## src/sv/positional_list_engine_macros.svh

```systemverilog
// Assertion macros for the positional list engine.
// Needs i_clk and i_rst_n in the scope of use.
`ifndef POSITIONAL_LIST_ENGINE_MACROS_SVH
`define POSITIONAL_LIST_ENGINE_MACROS_SVH
`ifndef SYNTHESIS
`define PEL_ASSERT_IMPL(label, ante, cons) \
    label: assert property (@(posedge i_clk) disable iff (!i_rst_n) (ante) |-> (cons)) \
        else $error("positional_list_engine: check failed");
`define PEL_ASSERT_NEXT(label, ante, cons) \
    label: assert property (@(posedge i_clk) disable iff (!i_rst_n) (ante) |=> (cons)) \
        else $error("positional_list_engine: check failed");
`else
`define PEL_ASSERT_IMPL(label, ante, cons)
`define PEL_ASSERT_NEXT(label, ante, cons)
`endif
`endif

```

## src/sv/pel_pkg.sv

```systemverilog
// Package for the positional list engine: defaults, codes and FSM state type.
// No dependencies.
package pel_pkg;

    localparam int CAPACITY_DEF   = 64;
    localparam int VALUE_BITS_DEF = 32;

    typedef enum logic [2:0] {
        A_INS_FRONT = 3'd0,
        A_INS_BACK  = 3'd1,
        A_INS_POS   = 3'd2,
        A_DEL_FRONT = 3'd3,
        A_DEL_BACK  = 3'd4,
        A_DEL_POS   = 3'd5
    } t_action;

    typedef enum logic [1:0] {
        ST_OK     = 2'd0,
        ST_FULL   = 2'd1,
        ST_EMPTY  = 2'd2,
        ST_BADPOS = 2'd3
    } t_status;

    typedef enum logic [2:0] {
        S_IDLE,
        S_WALK,
        S_INS_RD,
        S_INS_W1,
        S_INS_W2,
        S_DEL_RD,
        S_DEL_W,
        S_RESP
    } t_state;

endpackage

```

## src/sv/positional_list_engine.sv

```systemverilog
// Positional list engine: circular doubly linked list over slot memories.
// Depends on pel_pkg and positional_list_engine_macros.svh.
//
// One operation at a time. Front and back inserts and a back delete skip the
// walk; a front delete passes through the walk state unless it is also the back
// entry. A positional operation walks the forward-link memory one entry per
// cycle from the head. A new item is taken only in the idle state; a finished
// result waits in the output register while the next item runs.
`include "positional_list_engine_macros.svh"

module positional_list_engine #(
    parameter int CAPACITY   = pel_pkg::CAPACITY_DEF,
    parameter int VALUE_BITS = pel_pkg::VALUE_BITS_DEF
) (
    input  logic        i_clk,
    input  logic        i_rst_n,
    input  logic        i_valid,
    output logic        o_stall,
    input  logic [2:0]  i_action,
    input  logic [6:0]  i_position,
    input  logic signed [31:0] i_item_value,
    output logic        o_valid,
    input  logic        i_stall,
    output logic [1:0]  o_status,
    output logic [6:0]  o_result_position,
    output logic signed [31:0] o_result_value,
    output logic [6:0]  o_entry_total
);

    localparam int SW = $clog2(CAPACITY);
    localparam int CW = $clog2(CAPACITY + 1);
    localparam int PW = ((CW > 7) ? CW : 7) + 1;
    localparam int EW = (VALUE_BITS > 32) ? VALUE_BITS : 32;

    logic [VALUE_BITS-1:0] m_val  [CAPACITY];
    logic [SW-1:0]         m_fwd  [CAPACITY];
    logic [SW-1:0]         m_bwd  [CAPACITY];
    logic [SW-1:0]         m_free [CAPACITY];

    pel_pkg::t_state r_state, n_state;

    logic [SW-1:0]         r_head, n_head, r_tail, n_tail;
    logic [CW-1:0]         r_count, n_count, r_top, n_top, r_low, n_low;
    logic                  r_ins, n_ins, r_first, n_first;
    logic [CW-1:0]         r_pos, n_pos, r_left, n_left;
    logic [SW-1:0]         r_cur, n_cur, r_node, n_node, r_next, n_next;
    logic [VALUE_BITS-1:0] r_sval, n_sval;
    pel_pkg::t_status      r_res_status, n_res_status;
    logic [CW-1:0]         r_res_pos, n_res_pos;
    logic [31:0]           r_res_val, n_res_val;

    logic                  r_o_valid, n_o_valid;
    logic [1:0]            r_o_status;
    logic [6:0]            r_o_pos, r_o_total;
    logic [31:0]           r_o_val;

    logic [VALUE_BITS-1:0] r_val_q;
    logic [SW-1:0]         r_fwd_q, r_bwd_q, r_free_q;
    logic [SW-1:0]         fwd_ra, bwd_ra, val_ra, free_ra;
    logic                  fwd_we, bwd_we, val_we, free_we;
    logic [SW-1:0]         fwd_wa, fwd_wd, bwd_wa, bwd_wd, val_wa, free_wa, free_wd;
    logic [VALUE_BITS-1:0] val_wd;

    logic                  accept, out_free;
    logic [PW-1:0]         pos_x, cnt_x, p_ins, p_del;
    logic [SW-1:0]         walk_c, pop_node;
    logic [CW-1:0]         top_m1;
    logic signed [EW-1:0]  in_ext;

    function automatic logic [31:0] shown(input logic [VALUE_BITS-1:0] v);
        logic signed [VALUE_BITS-1:0] s;
        logic signed [EW-1:0]         e;
        s = v;
        e = EW'(s);
        return e[31:0];
    endfunction

    assign accept   = i_valid && !o_stall;
    assign out_free = !r_o_valid || !i_stall;
    assign o_stall  = (r_state != pel_pkg::S_IDLE);
    assign pos_x    = PW'(i_position);
    assign cnt_x    = PW'(r_count);
    assign in_ext   = EW'(i_item_value);
    assign walk_c   = r_first ? r_cur : r_fwd_q;
    assign top_m1   = r_top - 1'b1;
    assign pop_node = (top_m1 >= r_low) ? r_free_q
                                        : SW'(CW'(CAPACITY - 1) - top_m1);

    always_comb begin
        unique case (pel_pkg::t_action'(i_action))
            pel_pkg::A_INS_FRONT: p_ins = PW'(1);
            pel_pkg::A_INS_BACK:  p_ins = cnt_x + 1'b1;
            default: begin
                if (pos_x == '0) p_ins = PW'(1);
                else if (pos_x > cnt_x + 1'b1) p_ins = cnt_x + 1'b1;
                else p_ins = pos_x;
            end
        endcase
        unique case (pel_pkg::t_action'(i_action))
            pel_pkg::A_DEL_FRONT: p_del = PW'(1);
            pel_pkg::A_DEL_BACK:  p_del = cnt_x;
            default:              p_del = pos_x;
        endcase
    end

    // next state
    always_comb begin
        n_state = r_state;
        unique case (r_state)
            pel_pkg::S_IDLE: begin
                if (accept) begin
                    unique case (pel_pkg::t_action'(i_action))
                        pel_pkg::A_INS_FRONT, pel_pkg::A_INS_BACK,
                        pel_pkg::A_INS_POS: begin
                            if (r_count == CW'(CAPACITY)) n_state = pel_pkg::S_RESP;
                            else if (r_count == '0 || p_ins == PW'(1) ||
                                     p_ins == cnt_x + 1'b1) n_state = pel_pkg::S_INS_RD;
                            else n_state = pel_pkg::S_WALK;
                        end
                        pel_pkg::A_DEL_FRONT, pel_pkg::A_DEL_BACK,
                        pel_pkg::A_DEL_POS: begin
                            if (r_count == '0 || p_del == '0 || p_del > cnt_x)
                                n_state = pel_pkg::S_RESP;
                            else if (p_del == cnt_x) n_state = pel_pkg::S_DEL_RD;
                            else n_state = pel_pkg::S_WALK;
                        end
                        default: n_state = pel_pkg::S_RESP;
                    endcase
                end
            end
            pel_pkg::S_WALK: begin
                if (r_left == '0) n_state = r_ins ? pel_pkg::S_INS_RD : pel_pkg::S_DEL_RD;
            end
            pel_pkg::S_INS_RD: n_state = pel_pkg::S_INS_W1;
            pel_pkg::S_INS_W1: n_state = pel_pkg::S_INS_W2;
            pel_pkg::S_INS_W2: n_state = pel_pkg::S_RESP;
            pel_pkg::S_DEL_RD: n_state = pel_pkg::S_DEL_W;
            pel_pkg::S_DEL_W:  n_state = pel_pkg::S_RESP;
            pel_pkg::S_RESP: begin
                if (out_free) n_state = pel_pkg::S_IDLE;
            end
            default: n_state = pel_pkg::S_IDLE;
        endcase
    end

    // datapath and memory controls
    always_comb begin
        n_head = r_head;  n_tail = r_tail;  n_count = r_count;
        n_top = r_top;    n_low = r_low;    n_ins = r_ins;
        n_first = r_first; n_pos = r_pos;   n_left = r_left;
        n_cur = r_cur;    n_node = r_node;  n_next = r_next;
        n_sval = r_sval;
        n_res_status = r_res_status; n_res_pos = r_res_pos; n_res_val = r_res_val;
        n_o_valid = r_o_valid && i_stall;
        fwd_ra = r_cur;  bwd_ra = r_cur;  val_ra = r_cur;  free_ra = SW'(top_m1);
        fwd_we = 1'b0;   fwd_wa = r_cur;  fwd_wd = r_node;
        bwd_we = 1'b0;   bwd_wa = r_cur;  bwd_wd = r_node;
        val_we = 1'b0;   val_wa = r_node; val_wd = r_sval;
        free_we = 1'b0;  free_wa = SW'(r_top); free_wd = r_cur;
        unique case (r_state)
            pel_pkg::S_IDLE: begin
                n_sval       = VALUE_BITS'(in_ext);
                n_first      = 1'b1;
                n_res_status = pel_pkg::ST_OK;
                n_res_pos    = '0;
                n_res_val    = '0;
                unique case (pel_pkg::t_action'(i_action))
                    pel_pkg::A_INS_FRONT, pel_pkg::A_INS_BACK,
                    pel_pkg::A_INS_POS: begin
                        n_ins  = 1'b1;
                        n_pos  = CW'(p_ins);
                        n_left = CW'(p_ins - PW'(2));
                        n_cur  = (p_ins == PW'(1) || p_ins == cnt_x + 1'b1) ? r_tail : r_head;
                        if (r_count == CW'(CAPACITY)) n_res_status = pel_pkg::ST_FULL;
                    end
                    pel_pkg::A_DEL_FRONT, pel_pkg::A_DEL_BACK,
                    pel_pkg::A_DEL_POS: begin
                        n_ins  = 1'b0;
                        n_pos  = CW'(p_del);
                        n_left = CW'(p_del - PW'(1));
                        n_cur  = (p_del == cnt_x) ? r_tail : r_head;
                        if (r_count == '0) n_res_status = pel_pkg::ST_EMPTY;
                        else if (p_del == '0 || p_del > cnt_x)
                            n_res_status = pel_pkg::ST_BADPOS;
                    end
                    default: n_res_status = pel_pkg::ST_BADPOS;
                endcase
            end
            pel_pkg::S_WALK: begin
                fwd_ra  = walk_c;
                n_cur   = walk_c;
                n_first = 1'b0;
                if (r_left != '0) n_left = r_left - 1'b1;
            end
            pel_pkg::S_INS_RD: begin
                fwd_ra = r_cur;
            end
            pel_pkg::S_INS_W1: begin
                n_node = pop_node;
                n_next = (r_count == '0) ? pop_node : r_fwd_q;
                n_cur  = (r_count == '0) ? pop_node : r_cur;
                val_we = 1'b1; val_wa = pop_node; val_wd = r_sval;
                fwd_we = 1'b1; fwd_wa = pop_node; fwd_wd = n_next;
                bwd_we = 1'b1; bwd_wa = pop_node; bwd_wd = n_cur;
            end
            pel_pkg::S_INS_W2: begin
                fwd_we = 1'b1; fwd_wa = r_cur;  fwd_wd = r_node;
                bwd_we = 1'b1; bwd_wa = r_next; bwd_wd = r_node;
                if (r_count == '0) begin
                    n_head = r_node;
                    n_tail = r_node;
                end else begin
                    if (r_pos == CW'(1)) n_head = r_node;
                    if (r_cur == r_tail && r_pos != CW'(1)) n_tail = r_node;
                end
                n_count   = r_count + 1'b1;
                n_top     = top_m1;
                if (top_m1 < r_low) n_low = top_m1;
                n_res_pos = r_pos;
                n_res_val = shown(r_sval);
            end
            pel_pkg::S_DEL_RD: begin
                fwd_ra = r_cur; bwd_ra = r_cur; val_ra = r_cur;
            end
            pel_pkg::S_DEL_W: begin
                if (r_count == CW'(1)) begin
                    n_head = '0;
                    n_tail = '0;
                end else begin
                    fwd_we = 1'b1; fwd_wa = r_bwd_q; fwd_wd = r_fwd_q;
                    bwd_we = 1'b1; bwd_wa = r_fwd_q; bwd_wd = r_bwd_q;
                    if (r_cur == r_head) n_head = r_fwd_q;
                    if (r_cur == r_tail) n_tail = r_bwd_q;
                end
                n_count = r_count - 1'b1;
                free_we = 1'b1; free_wa = SW'(r_top); free_wd = r_cur;
                n_top   = r_top + 1'b1;
                n_res_pos = r_pos;
                n_res_val = shown(r_val_q);
            end
            pel_pkg::S_RESP: begin
                if (out_free) n_o_valid = 1'b1;
            end
            default: ;
        endcase
    end

    always_ff @(posedge i_clk) begin
        if (val_we)  m_val[val_wa]   <= val_wd;
        if (fwd_we)  m_fwd[fwd_wa]   <= fwd_wd;
        if (bwd_we)  m_bwd[bwd_wa]   <= bwd_wd;
        if (free_we) m_free[free_wa] <= free_wd;
        r_val_q  <= m_val[val_ra];
        r_fwd_q  <= m_fwd[fwd_ra];
        r_bwd_q  <= m_bwd[bwd_ra];
        r_free_q <= m_free[free_ra];
    end

    always_ff @(posedge i_clk) begin
        if (!i_rst_n) begin
            r_state   <= pel_pkg::S_IDLE;
            r_head    <= '0;
            r_tail    <= '0;
            r_count   <= '0;
            r_top     <= CW'(CAPACITY);
            r_low     <= CW'(CAPACITY);
            r_o_valid <= 1'b0;
        end else begin
            r_state   <= n_state;
            r_head    <= n_head;
            r_tail    <= n_tail;
            r_count   <= n_count;
            r_top     <= n_top;
            r_low     <= n_low;
            r_o_valid <= n_o_valid;
        end
    end

    always_ff @(posedge i_clk) begin
        r_ins        <= n_ins;
        r_first      <= n_first;
        r_pos        <= n_pos;
        r_left       <= n_left;
        r_cur        <= n_cur;
        r_node       <= n_node;
        r_next       <= n_next;
        r_sval       <= n_sval;
        r_res_status <= n_res_status;
        r_res_pos    <= n_res_pos;
        r_res_val    <= n_res_val;
        if (r_state == pel_pkg::S_RESP && out_free) begin
            r_o_status <= r_res_status;
            r_o_pos    <= 7'(r_res_pos);
            r_o_val    <= r_res_val;
            r_o_total  <= 7'(r_count);
        end
    end

    assign o_valid           = r_o_valid;
    assign o_status          = r_o_status;
    assign o_result_position = r_o_pos;
    assign o_result_value    = r_o_val;
    assign o_entry_total     = r_o_total;

    `PEL_ASSERT_IMPL(a_count_bound, 1'b1, r_count <= CW'(CAPACITY))
    `PEL_ASSERT_IMPL(a_free_balance, 1'b1, (CW + 1)'(r_count) + (CW + 1)'(r_top) == (CW + 1)'(CAPACITY))
    `PEL_ASSERT_IMPL(a_low_mark, 1'b1, r_low <= r_top)
    `PEL_ASSERT_NEXT(a_walk_ends, r_state == pel_pkg::S_WALK && r_left == '0, r_state == pel_pkg::S_INS_RD || r_state == pel_pkg::S_DEL_RD)

endmodule
```

## config.mk

```make
export PLATFORM = sky130hd
export DESIGN_NAME = positional_list_engine
export DESIGN_NICKNAME = d
export VERILOG_FILES = /design/src/sv/pel_pkg.sv /design/src/sv/positional_list_engine.sv
export VERILOG_INCLUDE_DIRS = /design/src /design/src/sv
export SDC_FILE = /design/constraint.sdc
export NUM_CORES = 2
export LEC_CHECK = 0
export ABC_AREA = 1
export BUFFER_PORTS_ARGS = -buffer_cell sky130_fd_sc_hd__buf_2
export CAP_MARGIN = 20
export CORE_AREA = 10 10 582 584
export CTS_CLUSTER_DIAMETER = 50
export DETAILED_ROUTE_END_ITERATION = 7
export DIE_AREA = 0 0 592 594
export PLACE_DENSITY_LB_ADDON = 0.08
export SYNTH_ARGS = -nofsm -noshare
export SYNTH_HDL_FRONTEND = slang
export SYNTH_SLANG_ARGS = --single-unit
```

## constraint.sdc

```tcl
create_clock -name i_clk -period 12.15 [get_ports i_clk]
set_input_delay 0.6075 -clock i_clk [delete_from_list [all_inputs] [get_ports i_clk]]
set_output_delay 0.6075 -clock i_clk [all_outputs]
set_load 0.02 [all_outputs]
```

==> out/results.ini <==
[clocking]
clock_sinks=3442
cts_buffers=420
cts_tree=done
root_buffer=clkbuf_16
cts-htree-levels=5
path_clk_slew_ns=0.06
ctsLongestPathBuffers=4
post_cts_buffers=0
insertion_delay_ns=0.99

[final_layout]
final_core_util=0.4804
area_growth_syn_to_layout_pct=14.98
finish.net_count=10723
final_layout_size_suffix_gt1_frac=0.1044

[timing]
final-hold-violation-count=0
worst_pin_slew_ns=1.182
rsz0062_at_grt=false
slew_headroom=0.2122
maxSlewViolCount=0
period_share=0.6513
setup_viol_count_final=0
whs_ns=0.1146
worst_slack_ns=4.237
skew_ns=0.04745
min_period_ns=7.913
max_freq_ghz=0.1264
fin_tns_setup_ns=0

[worst_setup_path]
path_class=flop to flop
reg2reg_slack_ns=4.24
timing.rr.start=r_top[0]
ff2ff_path_depth=21
cp_top_family=simple AND/OR/NAND/NOR gates
required_ns=12.72
crit_path_top_delay_cell=nor2_4
cp.arrival_ns=8.49
cpMostUsedCell=nand2_1
worst-path-buf-inv=5
max_stage_delay_ns=1.19
end_kind=flop
start_kind=flop
r2r_end=m_val[32][14]
cp_max_fo=78
crit_path_cell_trace=inv_6 > ha_2 > nand2_1 > o21ai_0 > o21a_1 > clkinv_1 > ha_1 > nand2_1 > nor2_1 > nand2_1 > nand2_1 > inv_1 > nand2_1 > o21ai_1 > nand2_1 > inv_1 > a21oi_1 > inv_1 > nor2_1 > nand3_2 > nor2_4

[route]
dr.pass1.iters=6
vias=91020
wl_per_cell_um=29.70
drt_iter0_markers=10702
ant_nets=0
wl_mm=456.2
via_per_inst=5.925
drc_errors=0

[place]
dp_hpwl_mm=276.1
port_buffers=95
pre_cts_slack_ns=4.119
gp_congestion=0.8990

[min_path]
hold_depth=4
hold_start=i_valid
hold_path_end=r_state[0]
min_path_type=input pin to flop

[grt]
grt_pass1_wl_mm=644.5
antenna_found_initial=32
grt_max_degree=214
track_usage=0.2492
grt_pass1_vias=85467
overflow=0

[floorplan]
io_pins=96
core_um2=326600
die_area_um2=351600
fp.dieH_um=594
rows=210
start_util=0.4179
die-width_um=592

[synth]
async_reset_ff_frac=0
synth.area.top_cells=edfxtp_1, o21ai_0, nor2_1
synth_top_area_share=0.7369
synthDistinctLibCells=53
synth_warnings=0
syn_nets=10665
synth_seq_cells=3442
ys_seq_area_frac=0.7505
syn-cell-area_um2=136500
synth_cells=10590
syn-mean-instance-area_um2=12.89
yosysMostFrequentCell=edfxtp_1
synth_commonest_cells=edfxtp_1, nor2_1, o21ai_0, o22ai_1, clkbuf_1
synth-edff-count=3349
synth-main-ff-cell=edfxtp_1
synth_area_leader_cell=edfxtp_1

[power]
p_leak_nw=50.28
power_density_nw_per_um2=284.3
vdd_drop_max_mv=0.2225
total_power_mw=44.61

[run_status]
status=finished, final reports clean

[run]
drv_cap=0

## worst max-delay path by stage
stage | from | endpoint | cells past startpoint
floorplan | r_top[0] | m_val[2][0] | 26
global placement | r_top[0] | m_val[26][22] | 19
detailed placement | r_top[0] | m_val[28][23] | 19
CTS | r_top[0] | m_val[28][30] | 19
global route | r_top[0] | m_val[23][14] | 19
finish | r_top[0] | m_val[32][14] | 21
## metrics by stage
step	instance area, um2	instances
floorplan	136500	10590
global placement	141800	14495
detailed placement	142100	14509
CTS	156300	15320
global route	156900	15351
finish	156900	15363
## cell usage in the layout, fill, tap and decap left out, types with 70 or more instances in the layout
cell       synthesis  final
clkbuf_16          0    425
clkinv_1          10     70
dfxtp_1           93     92
edfxtp_1        3349   3349
o22ai_1          847    847
o21ai_0         2018   2016
buf_4              2    191
nor2_1          2371   2307
nand3_1          171    163
nand2_1          254    253
nor2_4             6     71
o211ai_1          85     85
buf_2             48     97
o221ai_1         130    130
inv_1            173    168
## cells by family after synthesis
family	synth area share
AO/OA/AOI/OAI	0.1357
XOR/XNOR	0.0008252
flip-flops	0.7505
buffers and inverters	0.02643
AND/OR/NAND/NOR	0.08382
adder cells (fa/ha/maj)	0.002659
## metal layers
layer	up-vias	part of all wire	track usage	wire length [um]
li1	39922	-	-	-
met1	46223	0.42	0.3538	191900
met2	4130	0.47	0.3959	212500
met3	737	0.078	0.03787	35380
met4	8	0.036	0.07750	16360
met5	-	0.000092	0	42
## power by group
| group | total (mW) | internal, mW | switching, mW |
|---|---|---|---|
| logic | 16.6 | 3.48 | 13.1 |
| clock network | 12.5 | 7.42 | 5.05 |
| registers | 15.5 | 15.1 | 0.389 |
## cell type report
type	instances	area, um2
flip-flops and latches	3442	102400
inverters	203	799.5
repair buffers	372	3306
well taps	4346	5438
diodes	13	32.53
clock buffers	497	10960
clock inverters	281	2918
multi-input cells	6209	31030
fillers	28609	169700
## state kept, by name (all words and copies together) (netlist names), 32 cells and up
signal,flops
o_result_value,32
m_free,384
r_val_q,32
m_val,2048
r_sval,32
m_bwd,384
m_fwd,384
r_res_val,32
## worst register-to-register path, stage by stage (launching register included)
cell and delay [ns]:
dfxtp_4 0.49, inv_6 0.54, ha_2 0.36, nand2_1 0.11, o21ai_0 0.17, o21a_1 0.45, clkinv_1 0.68, ha_1 0.56
nand2_1 0.07, nor2_1 0.12, nand2_1 0.07, nand2_1 0.09, inv_1 0.04, nand2_1 0.35, o21ai_1 0.22, nand2_1 0.15
inv_1 0.14, a21oi_1 0.43, inv_1 0.15, nor2_1 0.27, nand3_2 0.81, nor2_4 1.21
## repair_timing
action                                  CTS  global route
hold buffers                             33             0
endpoints found under the setup margin    0             0
resized for setup                         0             0
hold endpoints to repair                 33             0
Power figures use the tool's default switching activity.
